File: src/design/hspm_pkg.sv
// hspm_pkg: shared types, register codes and the EQ table for the port manager
// no dependencies; imported by the front, queue, back and top-level modules
`timescale 1ns / 1ps
`default_nettype none

package hspm_pkg;

  // switch register map
  localparam logic [7:0] REG_PORT   = 8'h0f;
  localparam logic [7:0] REG_OUTPUT = 8'h20;
  localparam logic [7:0] OUT_ON     = 8'h0f;
  localparam logic [7:0] OUT_OFF    = 8'h03;
  localparam logic [7:0] NULL_PORT  = 8'h03;

  // port code of the null port
  localparam logic [1:0] NULL_PORT_IDX = 2'd3;

  // configuration register indexes
  localparam int          CFG_IDX_W     = 1;
  localparam logic [0:0]  CFG_DELTA_MIN = 1'b0;
  localparam logic [0:0]  CFG_4K_THRESH = 1'b1;

  // reset values of the configuration registers
  localparam logic [7:0] DELTA_MIN_RST = 8'd2;
  localparam logic [7:0] THRESH_4K_RST = 8'd72;

  // EQ table index width (table holds 12 words)
  localparam int EQ_IDX_W = 4;

  // work plan of one item, handed from the front to the back
  typedef struct packed {
    logic       null_wr;      // all ports gone: write null port
    logic       sw;           // port switch sequence
    logic [1:0] sw_port;      // port to switch to
    logic       zero_off;     // clock dropped to zero: output off
    logic       eq;           // EQ table write sequence
    logic [1:0] active_port;  // status after the item
    logic [2:0] mask;
    logic       four_k;
    logic [7:0] clock;
  } plan_t;

  // EQ table register addresses
  function automatic logic [7:0] eq_addr(input logic [EQ_IDX_W-1:0] idx);
    logic [7:0] a;
    case (idx)
      4'd0:    a = 8'h11;
      4'd1:    a = 8'h12;
      4'd2:    a = 8'h13;
      4'd3:    a = 8'h14;
      4'd4:    a = 8'h16;
      4'd5:    a = 8'h18;
      4'd6:    a = 8'h19;
      4'd7:    a = 8'h1E;
      4'd8:    a = 8'h21;
      4'd9:    a = 8'h22;
      4'd10:   a = 8'h25;
      4'd11:   a = 8'h26;
      default: a = 8'h00;
    endcase
    return a;
  endfunction

  // EQ table register values
  function automatic logic [7:0] eq_data(input logic [EQ_IDX_W-1:0] idx);
    logic [7:0] d;
    case (idx)
      4'd0:    d = 8'h2F;
      4'd1:    d = 8'h00;
      4'd2:    d = 8'h40;
      4'd3:    d = 8'h00;
      4'd4:    d = 8'h40;
      4'd5:    d = 8'h00;
      4'd6:    d = 8'h66;
      4'd7:    d = 8'h0B;
      4'd8:    d = 8'h7F;
      4'd9:    d = 8'h79;
      4'd10:   d = 8'h30;
      4'd11:   d = 8'h51;
      default: d = 8'h00;
    endcase
    return d;
  endfunction

endpackage

`default_nettype wire

File: src/design/hspm_front.sv
// hspm_front: accepts service items, tracks port/clock state, builds the work plan
// depends on hspm_pkg
`timescale 1ns / 1ps
`default_nettype none

module hspm_front #(
  parameter int PORT_COUNT = 3
) (
  input  wire logic                          clk,
  input  wire logic                          rst_n,
  // input channel
  input  wire logic                          in_valid,
  output logic                               in_ready,
  input  wire logic [7:0]                    in_requested_port,
  input  wire logic [7:0]                    in_rx_power_raw,
  input  wire logic [7:0]                    in_clock_normal,
  input  wire logic [7:0]                    in_clock_half,
  // configuration
  input  wire logic                          cfg_wr_en,
  input  wire logic [hspm_pkg::CFG_IDX_W-1:0] cfg_index,
  input  wire logic [7:0]                    cfg_wdata,
  // plan queue
  output logic                               q_push,
  input  wire logic                          q_ready,
  output hspm_pkg::plan_t                    q_plan
);
  import hspm_pkg::*;

  localparam logic [1:0] LAST_PORT = 2'(PORT_COUNT - 1);

  logic [7:0] delta_r, thresh_r;
  logic [2:0] mask_r, mask_nxt;
  logic [1:0] active_r, active_nxt;
  logic [7:0] clock_r, clock_nxt;
  logic       fourk_r, fourk_nxt;

  logic [2:0] now, added, removed;
  logic [3:0] now4, rm4;
  logic [1:0] p;
  logic       found;
  logic [7:0] sel;
  logic       null_wr, sw, zero_off, eq;
  logic [7:0] base, f1, diff;

  assign in_ready = q_ready;
  assign q_push   = in_valid & q_ready;

  // classify one item against the current state
  always_comb begin
    now        = in_rx_power_raw[2:0];
    now4       = {1'b0, now};
    added      = ~mask_r & now;
    removed    = mask_r & ~now;
    rm4        = {1'b0, removed};
    mask_nxt   = mask_r;
    active_nxt = active_r;
    sel        = in_requested_port;
    null_wr    = 1'b0;
    p          = active_r;
    found      = 1'b0;
    // 5V tracking and round-robin search after losing the active port
    if (now != mask_r) begin
      mask_nxt = now;
      if (added == 3'b000 && rm4[active_r]) begin
        for (int i = 0; i < PORT_COUNT; i++) begin
          if (!found) begin
            p = (p == LAST_PORT) ? 2'd0 : p + 2'd1;
            if (now4[p]) found = 1'b1;
          end
        end
        if (found) begin
          sel = {6'b0, p};
        end else begin
          active_nxt = NULL_PORT_IDX;
          null_wr    = 1'b1;
          sel        = {6'b0, NULL_PORT_IDX};
        end
      end
    end
    // port switch
    sw = (sel != {6'b0, active_nxt}) && (sel < 8'(PORT_COUNT));
    if (sw) active_nxt = sel[1:0];
    base = sw ? 8'd0 : clock_r;
    // clock check, stuck clock reads as zero
    f1        = (in_clock_normal == in_clock_half) ? 8'd0 : in_clock_normal;
    diff      = (f1 >= base) ? f1 - base : base - f1;
    clock_nxt = base;
    fourk_nxt = fourk_r;
    zero_off  = 1'b0;
    eq        = 1'b0;
    if (diff >= delta_r) begin
      clock_nxt = f1;
      if (f1 == 8'd0) begin
        zero_off = 1'b1;
      end else begin
        fourk_nxt = (f1 > thresh_r);
        eq        = 1'b1;
      end
    end
  end

  // plan handed to the back
  always_comb begin
    q_plan.null_wr     = null_wr;
    q_plan.sw          = sw;
    q_plan.sw_port     = sel[1:0];
    q_plan.zero_off    = zero_off;
    q_plan.eq          = eq;
    q_plan.active_port = active_nxt;
    q_plan.mask        = mask_nxt;
    q_plan.four_k      = fourk_nxt;
    q_plan.clock       = clock_nxt;
  end

  // state update on accept
  always_ff @(posedge clk) begin
    if (!rst_n) begin
      mask_r   <= 3'b000;
      active_r <= NULL_PORT_IDX;
      clock_r  <= 8'd0;
      fourk_r  <= 1'b0;
    end else if (q_push) begin
      mask_r   <= mask_nxt;
      active_r <= active_nxt;
      clock_r  <= clock_nxt;
      fourk_r  <= fourk_nxt;
    end
  end

  // configuration registers
  always_ff @(posedge clk) begin
    if (!rst_n) begin
      delta_r  <= DELTA_MIN_RST;
      thresh_r <= THRESH_4K_RST;
    end else if (cfg_wr_en) begin
      unique case (cfg_index)
        CFG_DELTA_MIN: delta_r  <= cfg_wdata;
        CFG_4K_THRESH: thresh_r <= cfg_wdata;
        default: ;
      endcase
    end
  end

endmodule

`default_nettype wire

File: src/design/hspm_queue.sv
// hspm_queue: two-entry plan queue between the front and the back
// depends on hspm_pkg
`timescale 1ns / 1ps
`default_nettype none

module hspm_queue (
  input  wire logic            clk,
  input  wire logic            rst_n,
  input  wire logic            push,
  output logic                 push_ready,
  input  hspm_pkg::plan_t      push_plan,
  output logic                 pop_valid,
  input  wire logic            pop,
  output hspm_pkg::plan_t      pop_plan
);
  import hspm_pkg::*;

  plan_t      entry_r [2];
  logic       wr_ptr_r, rd_ptr_r;
  logic [1:0] count_r;

  assign push_ready = (count_r != 2'd2);
  assign pop_valid  = (count_r != 2'd0);
  assign pop_plan   = entry_r[rd_ptr_r];

  // storage
  always_ff @(posedge clk) begin
    if (push) entry_r[wr_ptr_r] <= push_plan;
  end

  // pointers and fill count
  always_ff @(posedge clk) begin
    if (!rst_n) begin
      wr_ptr_r <= 1'b0;
      rd_ptr_r <= 1'b0;
      count_r  <= 2'd0;
    end else begin
      if (push) wr_ptr_r <= ~wr_ptr_r;
      if (pop)  rd_ptr_r <= ~rd_ptr_r;
      case ({push, pop})
        2'b10:   count_r <= count_r + 2'd1;
        2'b01:   count_r <= count_r - 2'd1;
        default: count_r <= count_r;
      endcase
    end
  end

endmodule

`default_nettype wire

File: src/design/hspm_back.sv
// hspm_back: walks each plan's write slots and drives the registered result channel
// depends on hspm_pkg
`timescale 1ns / 1ps
`default_nettype none

module hspm_back #(
  parameter int EQ_WORDS = 12
) (
  input  wire logic        clk,
  input  wire logic        rst_n,
  // plan queue
  input  wire logic        q_valid,
  output logic             q_pop,
  input  hspm_pkg::plan_t  q_plan,
  // result channel
  output logic             out_valid,
  input  wire logic        out_ready,
  output logic             out_write_valid,
  output logic [7:0]       out_reg_addr,
  output logic [7:0]       out_reg_data,
  output logic             out_last,
  output logic [1:0]       out_active_port_out,
  output logic [2:0]       out_connected_mask_out,
  output logic             out_is_4k,
  output logic [7:0]       out_clock_out
);
  import hspm_pkg::*;

  // slot layout: null, switch x4, zero-clock off, eq off, eq table, eq on
  localparam int NSLOT      = EQ_WORDS + 8;
  localparam int SLOT_W     = $clog2(NSLOT);
  localparam int S_NULL     = 0;
  localparam int S_SW_OFF   = 1;
  localparam int S_SW_NULL  = 2;
  localparam int S_SW_PORT  = 3;
  localparam int S_SW_ON    = 4;
  localparam int S_ZERO     = 5;
  localparam int S_EQ_OFF   = 6;
  localparam int S_EQ_FIRST = 7;
  localparam int S_EQ_ON    = EQ_WORDS + 7;

  logic              busy_r;
  plan_t             plan_r;
  logic [SLOT_W-1:0] slot_r;
  logic              out_valid_r;

  plan_t             cur;
  logic [NSLOT-1:0]  en;
  logic [SLOT_W-1:0] first, cur_slot, nxt_slot;
  logic              has_nxt, last, emit, out_free;
  logic [7:0]        wa, wd;
  logic [EQ_IDX_W-1:0] eq_idx;

  assign out_valid = out_valid_r;
  assign out_free  = !out_valid_r || out_ready;
  assign emit      = (busy_r || q_valid) && out_free;
  assign q_pop     = emit && !busy_r;
  assign cur       = busy_r ? plan_r : q_plan;

  // enabled slots of the current plan
  always_comb begin
    en = '0;
    en[S_NULL]    = cur.null_wr;
    en[S_SW_OFF]  = cur.sw;
    en[S_SW_NULL] = cur.sw;
    en[S_SW_PORT] = cur.sw;
    en[S_SW_ON]   = cur.sw;
    en[S_ZERO]    = cur.zero_off;
    for (int i = S_EQ_OFF; i < NSLOT; i++) en[i] = cur.eq;
  end

  // first and next enabled slot
  always_comb begin
    first   = '0;
    for (int i = NSLOT - 1; i >= 0; i--) begin
      if (en[i]) first = SLOT_W'(i);
    end
    cur_slot = busy_r ? slot_r : first;
    nxt_slot = '0;
    has_nxt  = 1'b0;
    for (int i = NSLOT - 1; i >= 0; i--) begin
      if (en[i] && SLOT_W'(i) > cur_slot) begin
        nxt_slot = SLOT_W'(i);
        has_nxt  = 1'b1;
      end
    end
    last = !has_nxt;
  end

  // slot to register write
  always_comb begin
    eq_idx = EQ_IDX_W'(cur_slot - SLOT_W'(S_EQ_FIRST));
    wa = 8'h00;
    wd = 8'h00;
    if (cur_slot == SLOT_W'(S_NULL)) begin
      wa = REG_PORT;   wd = NULL_PORT;
    end else if (cur_slot == SLOT_W'(S_SW_OFF)) begin
      wa = REG_OUTPUT; wd = OUT_OFF;
    end else if (cur_slot == SLOT_W'(S_SW_NULL)) begin
      wa = REG_PORT;   wd = NULL_PORT;
    end else if (cur_slot == SLOT_W'(S_SW_PORT)) begin
      wa = REG_PORT;   wd = {6'b0, cur.sw_port};
    end else if (cur_slot == SLOT_W'(S_SW_ON)) begin
      wa = REG_OUTPUT; wd = OUT_ON;
    end else if (cur_slot == SLOT_W'(S_ZERO) || cur_slot == SLOT_W'(S_EQ_OFF)) begin
      wa = REG_OUTPUT; wd = OUT_OFF;
    end else if (cur_slot == SLOT_W'(S_EQ_ON)) begin
      wa = REG_OUTPUT; wd = OUT_ON;
    end else begin
      wa = eq_addr(eq_idx);
      wd = eq_data(eq_idx);
    end
  end

  // sequencer control
  always_ff @(posedge clk) begin
    if (!rst_n) begin
      busy_r      <= 1'b0;
      out_valid_r <= 1'b0;
    end else begin
      if (emit) begin
        busy_r      <= !last;
        out_valid_r <= 1'b1;
      end else if (out_ready) begin
        out_valid_r <= 1'b0;
      end
    end
  end

  // plan hold and output payload
  always_ff @(posedge clk) begin
    if (emit) begin
      plan_r                 <= cur;
      slot_r                 <= nxt_slot;
      out_write_valid        <= |en;
      out_reg_addr           <= (|en) ? wa : 8'h00;
      out_reg_data           <= (|en) ? wd : 8'h00;
      out_last               <= last;
      out_active_port_out    <= cur.active_port;
      out_connected_mask_out <= cur.mask;
      out_is_4k              <= cur.four_k;
      out_clock_out          <= cur.clock;
    end
  end

endmodule

`default_nettype wire

File: src/design/hdmi_switch_port_manager.sv
// hdmi_switch_port_manager: top level, front classifier, plan queue and write sequencer
// depends on hspm_pkg, hspm_front, hspm_queue, hspm_back
//
// Usage:
// Each item on the in_ channel (valid/ready) is one service poll: requested port,
// raw 5V status byte and the normal and half clock samples. Every register write the poll causes
// leaves on the out_ channel (valid/ready) as one item, with out_last on the final
// one; a poll that causes no write yields a single item with out_write_valid low.
// Status fields on every result show the state after the whole poll.
// The first result of an accepted poll is held in the plan queue, then registered at the output.
// A poll causing n writes (at most 18: port switch plus EQ table) occupies the write
// sequencer for its results; the sequencer emits one write per cycle while the receiver
// accepts them, and takes the next poll from the queue after a last result is emitted.
// The front takes a new poll every cycle while the two-entry plan queue has room.
// cfg_ is a plain write port (index 0: clock delta minimum, 1: 4K threshold); the user
// must write it only while the block is idle, which the block itself does not enforce.
// Reset (rst_n low, synchronous) empties the queue and output register, sets the null
// port, clears mask, clock and 4K flag and restores register defaults.
// A stalled receiver holds the current result; the queue then fills and in_ready drops.
`timescale 1ns / 1ps
`default_nettype none

module hdmi_switch_port_manager #(
  parameter int PORT_COUNT = 3,
  parameter int EQ_WORDS   = 12
) (
  input  wire logic                           clk,
  input  wire logic                           rst_n,
  input  wire logic                           in_valid,
  output logic                                in_ready,
  input  wire logic [7:0]                     in_requested_port,
  input  wire logic [7:0]                     in_rx_power_raw,
  input  wire logic [7:0]                     in_clock_normal,
  input  wire logic [7:0]                     in_clock_half,
  input  wire logic                           cfg_wr_en,
  input  wire logic [hspm_pkg::CFG_IDX_W-1:0] cfg_index,
  input  wire logic [7:0]                     cfg_wdata,
  output logic                                out_valid,
  input  wire logic                           out_ready,
  output logic                                out_write_valid,
  output logic [7:0]                          out_reg_addr,
  output logic [7:0]                          out_reg_data,
  output logic                                out_last,
  output logic [1:0]                          out_active_port_out,
  output logic [2:0]                          out_connected_mask_out,
  output logic                                out_is_4k,
  output logic [7:0]                          out_clock_out
);
  import hspm_pkg::*;

  logic  push, push_ready, pop_valid, pop;
  plan_t push_plan, pop_plan;

  // front: accept and classify
  hspm_front #(.PORT_COUNT(PORT_COUNT)) u_front (
    .clk               (clk),
    .rst_n             (rst_n),
    .in_valid          (in_valid),
    .in_ready          (in_ready),
    .in_requested_port (in_requested_port),
    .in_rx_power_raw   (in_rx_power_raw),
    .in_clock_normal   (in_clock_normal),
    .in_clock_half     (in_clock_half),
    .cfg_wr_en         (cfg_wr_en),
    .cfg_index         (cfg_index),
    .cfg_wdata         (cfg_wdata),
    .q_push            (push),
    .q_ready           (push_ready),
    .q_plan            (push_plan)
  );

  // plan queue
  hspm_queue u_queue (
    .clk        (clk),
    .rst_n      (rst_n),
    .push       (push),
    .push_ready (push_ready),
    .push_plan  (push_plan),
    .pop_valid  (pop_valid),
    .pop        (pop),
    .pop_plan   (pop_plan)
  );

  // back: write sequencer
  hspm_back #(.EQ_WORDS(EQ_WORDS)) u_back (
    .clk                    (clk),
    .rst_n                  (rst_n),
    .q_valid                (pop_valid),
    .q_pop                  (pop),
    .q_plan                 (pop_plan),
    .out_valid              (out_valid),
    .out_ready              (out_ready),
    .out_write_valid        (out_write_valid),
    .out_reg_addr           (out_reg_addr),
    .out_reg_data           (out_reg_data),
    .out_last               (out_last),
    .out_active_port_out    (out_active_port_out),
    .out_connected_mask_out (out_connected_mask_out),
    .out_is_4k              (out_is_4k),
    .out_clock_out          (out_clock_out)
  );

endmodule

`default_nettype wire

File: config.mk
export PLATFORM = sky130hd
export DESIGN_NAME = hdmi_switch_port_manager
export DESIGN_NICKNAME = d
export VERILOG_FILES = /design/src/design/hspm_pkg.sv /design/src/design/hspm_front.sv /design/src/design/hspm_queue.sv /design/src/design/hspm_back.sv /design/src/design/hdmi_switch_port_manager.sv
export SDC_FILE = /design/constraint.sdc
export NUM_CORES = 1
export LEC_CHECK = 0
export BUFFER_PORTS_ARGS = -buffer_cell sky130_fd_sc_hd__clkbuf_2
export CORE_MARGIN = 1
export CORE_UTILIZATION = 39
export CTS_CLUSTER_DIAMETER = 100
export CTS_CLUSTER_SIZE = 14
export DETAILED_ROUTE_END_ITERATION = 8
export HOLD_SLACK_MARGIN = 0.05
export PLACE_DENSITY_LB_ADDON = 0.2
export SLEW_MARGIN = 20
export SYNTH_ARGS = -nofsm -noshare
export SYNTH_HDL_FRONTEND = slang
export SYNTH_SLANG_ARGS = --single-unit
File: constraint.sdc
create_clock -name clk -period 7.6 [get_ports clk]
set_input_delay 0.76 -clock clk [delete_from_list [all_inputs] [get_ports clk]]
set_output_delay 0.76 -clock clk [all_outputs]
set_load 0.01 [all_outputs]
**Word-level counts from Yosys, hierarchy flattened**

Memories as Yosys holds them, arrays and structs flattened. A register that Yosys moved wholly into a read port is not among the register bits.
Cells that the tools add are included.

- Logic and storage cells: 260
- Memory bits (read-only): 208
- Bits in latches: 0
- Memory bits (writable): 40
- Flip-flop bits (word level): 79
- Memories kept: 3

- Div/mod/pow operators: 0
- $add $sub $neg: 8
- Bitwise gates (word level): 10
- Mux-type cells: 115
- Reductions and logical operators: 47
- Equal/unequal tests: 16
- $lt $le $gt $ge: 28
- Shift operators: 0
- Multiply operators: 0

Memory list:

| name | words | width | read ports | clocked after Yosys merged registers in | write ports | RTL line | text |
|---|---|---|---|---|---|---|---|
| (name not given) | 16 | 7 | 1 | 0 | 0 | hspm_pkg.sv:67 | `case (idx)` |
| (name not given) | 16 | 6 | 1 | 0 | 0 | hspm_pkg.sv:46 | `case (idx)` |
| u_queue.entry_r | 2 | 20 | 1 | 1 | 1 | hspm_queue.sv:18 | `plan_t entry_r [2];` |

Operator list:

| cell | number |
|---|---|
| $mux 1 | 51 |
| $mux 4 | 12 |
| $mux 8 | 6 |
| $gt 4x5->1 const A | 8 |
| $mux 2 | 20 |
| $mux 6 | 6 |
| $mux 3 | 9 |
| $mux 5 | 5 |
| $logic_and 1x1->1 | 24 |
| $gt 3x5->1 const A | 4 |
| $gt 5x5->1 const A | 4 |
| $mux 20 | 1 |
| $ge 8x8->1 | 2 |
| $reduce_or 16->1 | 1 |
| $reduce_or 8->1 | 2 |
| $sub 8x8->8 | 2 |
| $eq 5x3->1 const B | 3 |
| $lt 2x3->1 const B | 4 |
| $eq 5x2->1 const B | 2 |
| $gt 1x5->1 const A | 2 |
| $gt 2x5->1 const A | 2 |
| $add 2x1->2 const B | 4 |
| $bmux 1 s2 | 4 |
| $eq 2x2->1 const B | 4 |
| 26 further kinds | 42 |

**Depth between registers and ports, before layout**

Gate-level depths: netlist of the first run.

- Word-level depth: 30
- Mapped depth: 30

**Hierarchy**

Synthesis of the first run repeated with hierarchy kept, for this count alone.

- Cell total of the unflattened synthesis: 766
- Area, all modules: 7440.9 µm²

By module, submodules not included:

| module | instances | cells each | area each (µm²) |
|---|---|---|---|
| hspm_front | 1 | 404 | 3030.4 |
| hspm_back | 1 | 278 | 2757.6 |
| hspm_queue | 1 | 84 | 1652.8 |

**Worst setup path before layout of the first run**

No wires, ideal clock.

- Path type: input-to-reg
- Start point: in in_rx_power_raw[1]
- End point: mem u_queue.entry_r[0][0] in the netlist's numbering, data pin
- Data required time: 7431 ps
- Arrival time: 6385 ps
- Slack: 1047 ps
- Stages on the path: 29
- Path through: inv_1 > ha_1 > nand3_1 > and2_0 > clkbuf_1 > a21oi_1 > or2_2 > a22oi_2 > or2_0 > buf_2 > buf_4 > nand2_1 > ha_1 > buf_2 > a21oi_1 > nand2_1 > o41ai_4 > nand2_1 > mux2_2 > o2111a_1 > a211oi_1 > ha_1 > o21ai_0 > o21ai_0 > o22ai_1 > clkbuf_1 > buf_1 > o211ai_1 > o21ai_0

RTL lines:

| item | RTL line | text |
|---|---|---|
| start, declared | hdmi_switch_port_manager.sv:32 | `input wire logic [7:0] in_rx_power_raw,` |
| end, declared | hspm_queue.sv:18 |  |

==> metrics.md, run 1 <==
| Metric | Value |
|---|---|
| Seq/Total Area, Yosys | `42.4%` |
| Drt drc | `0` |
| Largest net degree at the start of global routing | `50` |
| FFs w/ async S/R, synth | `0%` |
| Status | `completed` |
| Vias in the first global route | `5,331` |
| Crit end category | `flip-flop` |
| Total Routed Length | `16,700 um` |
| Synth area leaders | `edfxtp_1, dfxtp_1, ha_1` |
| Inserted Clock Buffers | `17` |
| Port bufs | `71` |
| Yosys top cell by area | `edfxtp_1` |
| Max Cap Violations | `0` |
| Fin area | `0.00845 mm^2` |
| Final core utilization | `45.3%` |
| Top_reg_cell synth | `edfxtp_1` |
| CTS Sinks | `117` |
| Die Width | `140 um` |
| Netlist cell types | `87` |
| DRT antenna net count | `0` |
| Final hold vios | `0` |
| Synth warn | `0` |
| HP Class | `flip-flop to flip-flop` |
| Synth top area share | `32.4%` |
| Filler cells | `1,807` |
| Routability cong. | `0.895` |
| Max-slew violation count | `0` |
| Post-synth top cells | `nand2_1, edfxtp_1, ha_1` |
| Rel. slew slack | `32.8%` |
| Iteration-0 DRC Markers | `341` |
| Nets@finish | `911` |
| Setup Viol. Count Final | `0` |
| Minimum clock period after layout | `6.74 ns` |
| WL per Instance | `15.7 um` |
| Crit Path Class | `input port to flip-flop` |
| CTS clock-pin slew for the worst setup and hold paths | `0.06 ns` |
| Setup ws final | `0.858 ns` |
| CTS H-Tree Depth | `4` |
| Leakage power | `3.36 nW` |
| Mapped Area | `0.00741 mm^2` |
| Row cnt | `50` |
| Crit path DAT | `6.90 ns` |
| Vias | `5,668` |
| Ant. Diodes | `0` |
| First-pass GRT wire length | `27,300 um` |
| Startpoint Class | `input port` |
| Required @ worst endpoint | `7.76 ns` |
| Fmax | `148 MHz` |
| CTS tree | `built` |
| Post-synth EDFFs | `80` |
| Starting density of the core | `39.7%` |
| PD cells | `455 mW/mm^2` |
| Non-filler cells in the finished layout | `1,065` |
| Setup TNS | `0 ns` |
| DR pass1 iterations | `5` |
| Post-CTS setup buffer count | `0` |
| Initial antenna violation count | `1` |
| Root buffer cell | `clkbuf_16` |
| Gr usage total | `17.6%` |
| RSZ-0062 raised after global routing | `no` |
| Die Footprint | `0.0196 mm^2` |
| Share of layout cells above drive strength 1 | `17.3%` |
| #FFs+latches synth | `117` |
| Peak supply drop | `0.186 mV` |
| Worst slew pin tran | `1.01 ns` |
| Area grow syn2layout | `14.1%` |
| # resized after CTS | `0` |
| Dominant cell by count in the synthesized netlist | `nand2_1` |
| CTS Buffer Depth | `2` |
| Skew final | `0.00913 ns` |
| Die Span Y | `140 um` |
| Dpl hpwl | `11,900 um` |
| Hold buffer count at CTS | `0` |
| Pre-CTS WS | `0.463 ns` |
| Mean post-synth cell area | `9.61 um^2` |
| Final Cycle Share | `88.7%` |
| Placed insts | `1,033` |
| Vias per inst | `5.32` |
| # IOs | `80` |
| Max FO, Critical Path | `16` |
| GRT overflow | `0` |
| Core Footprint | `0.0186 mm^2` |
| Worst-Skew Late Latency | `0.42 ns` |
| DP Area | `0.00786 mm^2` |
| Syn Inst Count | `771` |
## path summary, 6_finish.rpt
kind	slack [ns]	depth (start not counted)	startpoint	to
worst max-delay path	0.86	25	in_rx_power_raw[1]	u_queue.entry_r[1][8]$_DFFE_PP_
worst min-delay path	0.46	2	u_front.delta_r[4]$_SDFFE_PN0P_	u_front.delta_r[4]$_SDFFE_PN0P_
worst max register to register	1.09	24	u_front.mask_r[1]$_SDFFE_PN0P_	u_queue.entry_r[1][8]$_DFFE_PP_
worst min register to register	0.46	2	u_front.delta_r[4]$_SDFFE_PN0P_	u_front.delta_r[4]$_SDFFE_PN0P_
## critical path, cell delays in order
cell	delay (ns)
clkbuf_2	0.14
inv_1	0.08
ha_1	0.29
nand3_1	0.21
and2_0	0.34
o2111ai_1	0.23
a31o_2	0.30
a22oi_2	0.14
or2_0	0.63
and2_1	0.23
ha_1	0.20
fa_1	0.19
nand3b_1	0.11
nand2_1	0.12
o41ai_4	0.42
nand2_1	0.35
mux2_2	0.42
o2111a_1	0.25
a211oi_1	0.23
ha_1	0.19
nand3_1	0.07
o21ai_0	0.20
o22ai_2	0.14
nor2_1	0.27
mux2_2	0.38
## sequential cells by signal (all words and copies together), names as in the netlist, named ones only
register and flops:
u_back.out_clock_out 8, u_back.out_reg_addr 6, u_back.out_active_port_out 2, u_back.out_reg_data 7, u_front.thresh_r 8, u_back.out_write_valid 1
u_front.delta_r 8, u_queue.entry_r 40, u_front.clock_r 8, u_back.out_last 1, u_front.fourk_r 1, u_queue.count_r 2
u_front.active_r 2, u_back.slot_r 5, u_back.out_valid 1, u_back.out_is_4k 1, u_queue.wr_ptr_r 1, u_back.busy_r 1
u_queue.rd_ptr_r 1, u_back.plan_r 6, u_back.out_connected_mask_out 3, u_front.mask_r 3
## power breakdown
part / switching (mW) / total [mW] / internal [mW]
combinational: 1.18 / 1.91 / 0.728
sequential: 0.115 / 1.14 / 1.03
clock: 0.306 / 0.790 / 0.483
## metal layers
metal	routed length, um	share of wire, %	global-route usage (%)	up-vias
li1	-	-	-	2908
met1	8530	51	24.9	2598
met2	7200	43	26.4	135
met3	743	4.4	3.68	27
met4	246	1.5	6.59	0
met5	0	0	0	-
## metrics by stage
step	hold slack (ns)	power [mW]
detailed placement	0.458	3.05
finish	0.461	3.84
global route	0.486	4.13
global placement	0.453	3.04
floorplan	0.443	2.58
CTS	0.466	3.86
## cell families after synthesis
logic type | Yosys count | share of synthesized area, %
AND/OR/NAND/NOR | 263 | 17.5
AO/OA/AOI/OAI | 191 | 18.8
flip-flops | 117 | 42.4
buffers and inverters | 102 | 6.32
adder cells (fa/ha/maj) | 47 | 8.14
multiplexers | 32 | 4.61
XOR/XNOR | 18 | 2.13
other | 1 | 0.0506
## cells in the final DEF, fill, tap and decap left out, types with 4 or more instances in the layout
cell and instances:
nor3_1 12, xor2_1 11, nand2b_1 9, nand2_1 89, nor4_1 8, buf_4 9, nand3b_1 4, a21oi_1 31
dfxtp_1 36, xnor2_1 7, mux2i_1 27, and2_1 21, a221oi_1 6, clkbuf_16 17, o21bai_1 4, o2111ai_1 10
nor2b_1 12, inv_1 44, o21ai_0 33, nor2_1 37, a21o_1 6, clkinv_4 4, a21boi_0 14, a31oi_1 5
ha_1 45, o211ai_1 18, edfxtp_1 80, nand3_1 33, o21ai_1 4, and3_1 5, or3_1 11, o21a_1 12
clkbuf_2 71
## layout make-up
cell class | instances | area (um^2) | share of cell area [%]
clock inverters | 15 | 155 | 1.84
well taps | 234 | 293 | 3.47
inverters | 48 | 183 | 2.16
flip-flops and latches | 117 | 3140 | 37.2
repair buffers | 80 | 423 | 5.01
multi-input cells | 554 | 3830 | 45.3
clock buffers | 17 | 425 | 5.03
No activity file was read; power rests on OpenSTA's default activity.
==> run 2, diff against run 1 <==
--- a/config.mk
+++ b/config.mk
@@ -16,4 +16,5 @@
 export SLEW_MARGIN = 20
 export SYNTH_ARGS = -nofsm -noshare
 export SYNTH_HDL_FRONTEND = slang
+export SYNTH_HIERARCHICAL = 1
 export SYNTH_SLANG_ARGS = --single-unit
==> run 2 against run 1 <==
  * Hold slack got worse by 0.0069 ns
  * Count of clock-buffer cells in the layout did not move
  * Synthesized area rose by 0.44%
  * Register-to-register slack improved by 0.07 ns
  * Critical endpoint is now u_queue/entry_r[1][8]$_DFFE_PP_
  * Largest cell class unchanged
==> metrics.md, run 2 <==
| Metric | Value |
|---|---|
| Status | `completed` |
| WL per Instance | `15.7 um (-0.27%)` |
| Fin area | `0.00842 mm^2 (-0.37%)` |
| Starting density of the core | `39.8% (+0.041 points)` |
| Non-filler cells in the finished layout | `1,060 (-0.47%)` |
| Biggest register | `u_queue/entry_r` |
| Leakage power | `3.32 nW (-1.4%)` |
| CTS H-Tree Depth | `4 (unchanged)` |
| Worst path most repeated cell | `ha_1` |
| Pre-CTS WS | `0.564 ns (+0.101 ns)` |
| Minimum clock period after layout | `6.70 ns (-0.0429 ns)` |
| Commonest non-fill, non-tap cell in the layout | `nand2_1` |
| Mapped Area | `0.00744 mm^2 (+0.44%)` |
| Vias | `5,685 (+0.30%)` |
| CTS tree | `built` |
| Setup TNS | `0 ns (unchanged)` |
| Register area | `0.00314 mm^2 (about the same)` |
| Port bufs | `71 (unchanged)` |
| Crit path DAT | `6.87 ns (-0.03 ns)` |
| Core Footprint | `0.0187 mm^2 (+0.34%)` |
| Post-CTS setup buffer count | `0 (unchanged)` |
| Root buffer cell | `clkbuf_16` |
| Gr usage total | `18.0% (+0.40 points)` |
| R2R Path End | `u_queue/entry_r[1][8]$_DFFE_PP_` |
| Worst slew pin tran | `0.973 ns (-0.0352 ns)` |
| Dpl hpwl | `12,500 um (+4.8%)` |
| Largest registers | `u_queue/entry_r (40), u_back/plan_r (20)` |
| Post-synth EDFFs | `80 (unchanged)` |
| Max Cap Violations | `0 (unchanged)` |
| CTS Sinks | `117 (unchanged)` |
| HP Class | `flip-flop to flip-flop` |
| Syn Inst Count | `766 (-0.65%)` |
| CTS Buffer Depth | `2 (unchanged)` |
| Cells on worst reg2reg path | `24 (unchanged)` |
| Hold Path Cell Cnt | `2 (unchanged)` |
| Die Span Y | `140 um (+0.21%)` |
| RSZ-0062 raised after global routing | `no` |
| Total Routed Length | `16,600 um (-0.74%)` |
| Largest register FFs | `40 (unchanged)` |
| Synth top area share | `32.3% (-0.14 points)` |
| Max-slew violation count | `0 (unchanged)` |
| Buf/Inv on CP | `3 (+1)` |
| Post-synth top cells | `nand2_1, edfxtp_1, a21oi_1` |
| Hold Crit Endpoint | `u_front/delta_r[5]$_SDFFE_PN0P_` |
| Largest net degree at the start of global routing | `27 (-46%)` |
| Ant. Diodes | `0 (unchanged)` |
| Mean post-synth cell area | `9.71 um^2 (+1.1%)` |
| DR pass1 iterations | `6 (+1)` |
| Pwr Total | `3.96 mW (+3.2%)` |
| Yosys top cell by area | `edfxtp_1` |
| Initial antenna violation count | `0 (-1)` |
| Netlist cell types | `83 (-4.6%)` |
| Vias in the first global route | `5,431 (+1.9%)` |
| Row cnt | `50 (unchanged)` |
| #FFs+latches synth | `117 (unchanged)` |
| PD cells | `471 mW/mm^2 (+3.6%)` |
| Final Cycle Share | `88.1% (-0.56 points)` |
| Fmax | `149 MHz (+0.64%)` |
| Routability cong. | `0.859 (-4.0%)` |
| CTS clock-pin slew for the worst setup and hold paths | `0.06 ns (about the same)` |
| Required @ worst endpoint | `7.77 ns (about the same)` |
| DRT antenna net count | `0 (unchanged)` |
| Synth warn | `6 (+6)` |
| Setup ws final | `0.901 ns (+0.0429 ns)` |
| FFs w/ async S/R, synth | `0% (unchanged)` |
| FF-to-FF Start | `u_front/mask_r[1]$_SDFFE_PN0P_` |
| Cell family with most CP delay | `compound AO/OA/AOI/OAI gates` |
| Vias per inst | `5.36 (+0.77%)` |
| Slowest-stage cell, CP | `a2111oi_0` |
| Rel. slew slack | `35.1% (+2.3 points)` |
| Dominant cell by count in the synthesized netlist | `nand2_1` |
| Hold buffer count at CTS | `0 (unchanged)` |
| Share of layout cells above drive strength 1 | `19.1% (+1.8 points)` |
| Startpoint Class | `input port` |
| Synth area leaders | `edfxtp_1, dfxtp_1, ha_1` |
| Area grow syn2layout | `13.1%` |
| # resized after CTS | `0 (unchanged)` |
| GRT overflow | `0 (unchanged)` |
| Die Footprint | `0.0196 mm^2 (+0.43%)` |
| Max FO, Critical Path | `12 (-4)` |
| First-pass GRT wire length | `27,700 um (+1.3%)` |
| Worst path max stage delay | `0.51 ns (-0.12 ns)` |
| Final core utilization | `45.0% (-0.32 points)` |
| Final hold vios | `0 (unchanged)` |
| Most frequent cells in the layout | `nand2_1, edfxtp_1, clkbuf_2, a21oi_1, inv_1` |
| Beginning of the worst hold path | `u_front/delta_r[5]$_SDFFE_PN0P_` |
| Seq/Total Area, Yosys | `42.2% (-0.19 points)` |
| Peak supply drop | `0.198 mV (+6.1%)` |
| Crit end category | `flip-flop` |
| Inserted Clock Buffers | `17 (unchanged)` |
| Nets@finish | `904 (-0.77%)` |
| DP Area | `0.00782 mm^2 (-0.57%)` |
| Skew final | `0.0122 ns (+0.00311 ns)` |
| Top_reg_cell synth | `edfxtp_1` |
| Crit Path Class | `input port to flip-flop` |
| Filler cells | `1,788 (-1.1%)` |
| Worst-Skew Late Latency | `0.42 ns (about the same)` |
| Worst Hold Margin | `0.454 ns (-0.00688 ns)` |
| # IOs | `80 (unchanged)` |
| Placed insts | `1,028 (-0.48%)` |
| Die Width | `140 um (+0.21%)` |
| Setup Viol. Count Final | `0 (unchanged)` |
| Multi-input gate area | `0.00375 mm^2 (-2.0%)` |
| R2r setup slk | `1.16 ns (+0.07 ns)` |
| Iteration-0 DRC Markers | `309 (-9.4%)` |
| Drt drc | `0 (unchanged)` |
run 2: cell count changes in the layout (fill, tap and decap cells not counted), moves of 7 or more:
cell	previous run	this run
and2_1	21	13
a31oi_1	5	19
nor2_1	37	30
o21ai_1	4	12
inv_2	2	12
o2111ai_1	10	0
mux2i_1	27	5
o21ai_0	33	23
nand3_1	33	20
a21oi_1	31	52
a21boi_0	14	1
mux2_1	0	21
o211ai_1	18	6
run 2: logic make-up (layout without fill, tap and decap cells):
logic type | count (synthesis) | in the layout | synth area share, %
AOI/OAI and AO/OA | 197 | 197 | 19.1
xor gates and xnor gates | 21 | 21 | 2.47
adders and majority gates | 46 | 46 | 7.90
buffers and inverters | 111 | 169 | 7.58
DFF | 117 | 117 | 42.2
muxes | 31 | 31 | 4.61
other | 1 | 3 | 0.0504
and+or+nand+nor | 242 | 242 | 16.1
run 2: layer usage:
metal / vias up / global-route usage, % / share of wire [%]
met5: - / 0 / 0
met4: 0 / 6.19 / 1.4
met3: 22 / 3.62 / 4.6
met2: 152 / 29.7 / 46
met1: 2651 / 23.6 / 48
li1: 2860 / - / -
run 2: final cells by class:
type,instances,area share (%)
clock inverter,15,2.01
clock buffer,17,5.05
timing repair buffer,80,5.02
sequential,117,37.3
tap,234,3.48
inverter,57,2.54
multi-input combinational,540,44.6
run 2: worst max path at each step:
stage	startpoint	slack, ns	endpoint	cells past startpoint
final	in_rx_power_raw[0]	0.90	u_queue/entry_r[1][8]$_DFFE_PP_	25
after global routing	in_rx_power_raw[1]	0.44	u_queue/entry_r[1][8]$_DFFE_PP_	25
after CTS	in_rx_power_raw[0]	0.96	u_queue/entry_r[1][8]$_DFFE_PP_	25
after detailed placement	in_rx_power_raw[0]	0.56	u_queue/entry_r[0][8]$_DFFE_PP_	25
after global placement	in_rx_power_raw[0]	0.59	u_queue/entry_r[0][8]$_DFFE_PP_	25
after floorplan	in_rx_power_raw[0]	1.22	u_queue/entry_r[0][8]$_DFFE_PP_	28
run 2: power by group:
part | switching (mW) | internal [mW] | total [mW]
logic | 1.23 | 0.780 | 2.01
clock network | 0.317 | 0.491 | 0.808
registers | 0.118 | 1.03 | 1.15
run 2: worst register-to-register path, stage by stage (launching register included):
cell       delay (ns)
dfxtp_1          0.34
inv_1            0.07
ha_1             0.18
nor3_2           0.32
o311ai_4         0.19
a2111oi_2        0.43
o21a_1           0.20
a22oi_2          0.21
nand2_1          0.18
inv_2            0.04
ha_1             0.22
fa_1             0.39
nand3b_1         0.21
nand3_2          0.13
o2111ai_4        0.15
a221oi_1         0.45
a2111oi_0        0.12
or3_1            0.34
xnor2_1          0.18
ha_1             0.27
a2111oi_0        0.51
nor2b_1          0.20
a221o_1          0.41
nor2_1           0.17
mux2_2           0.31
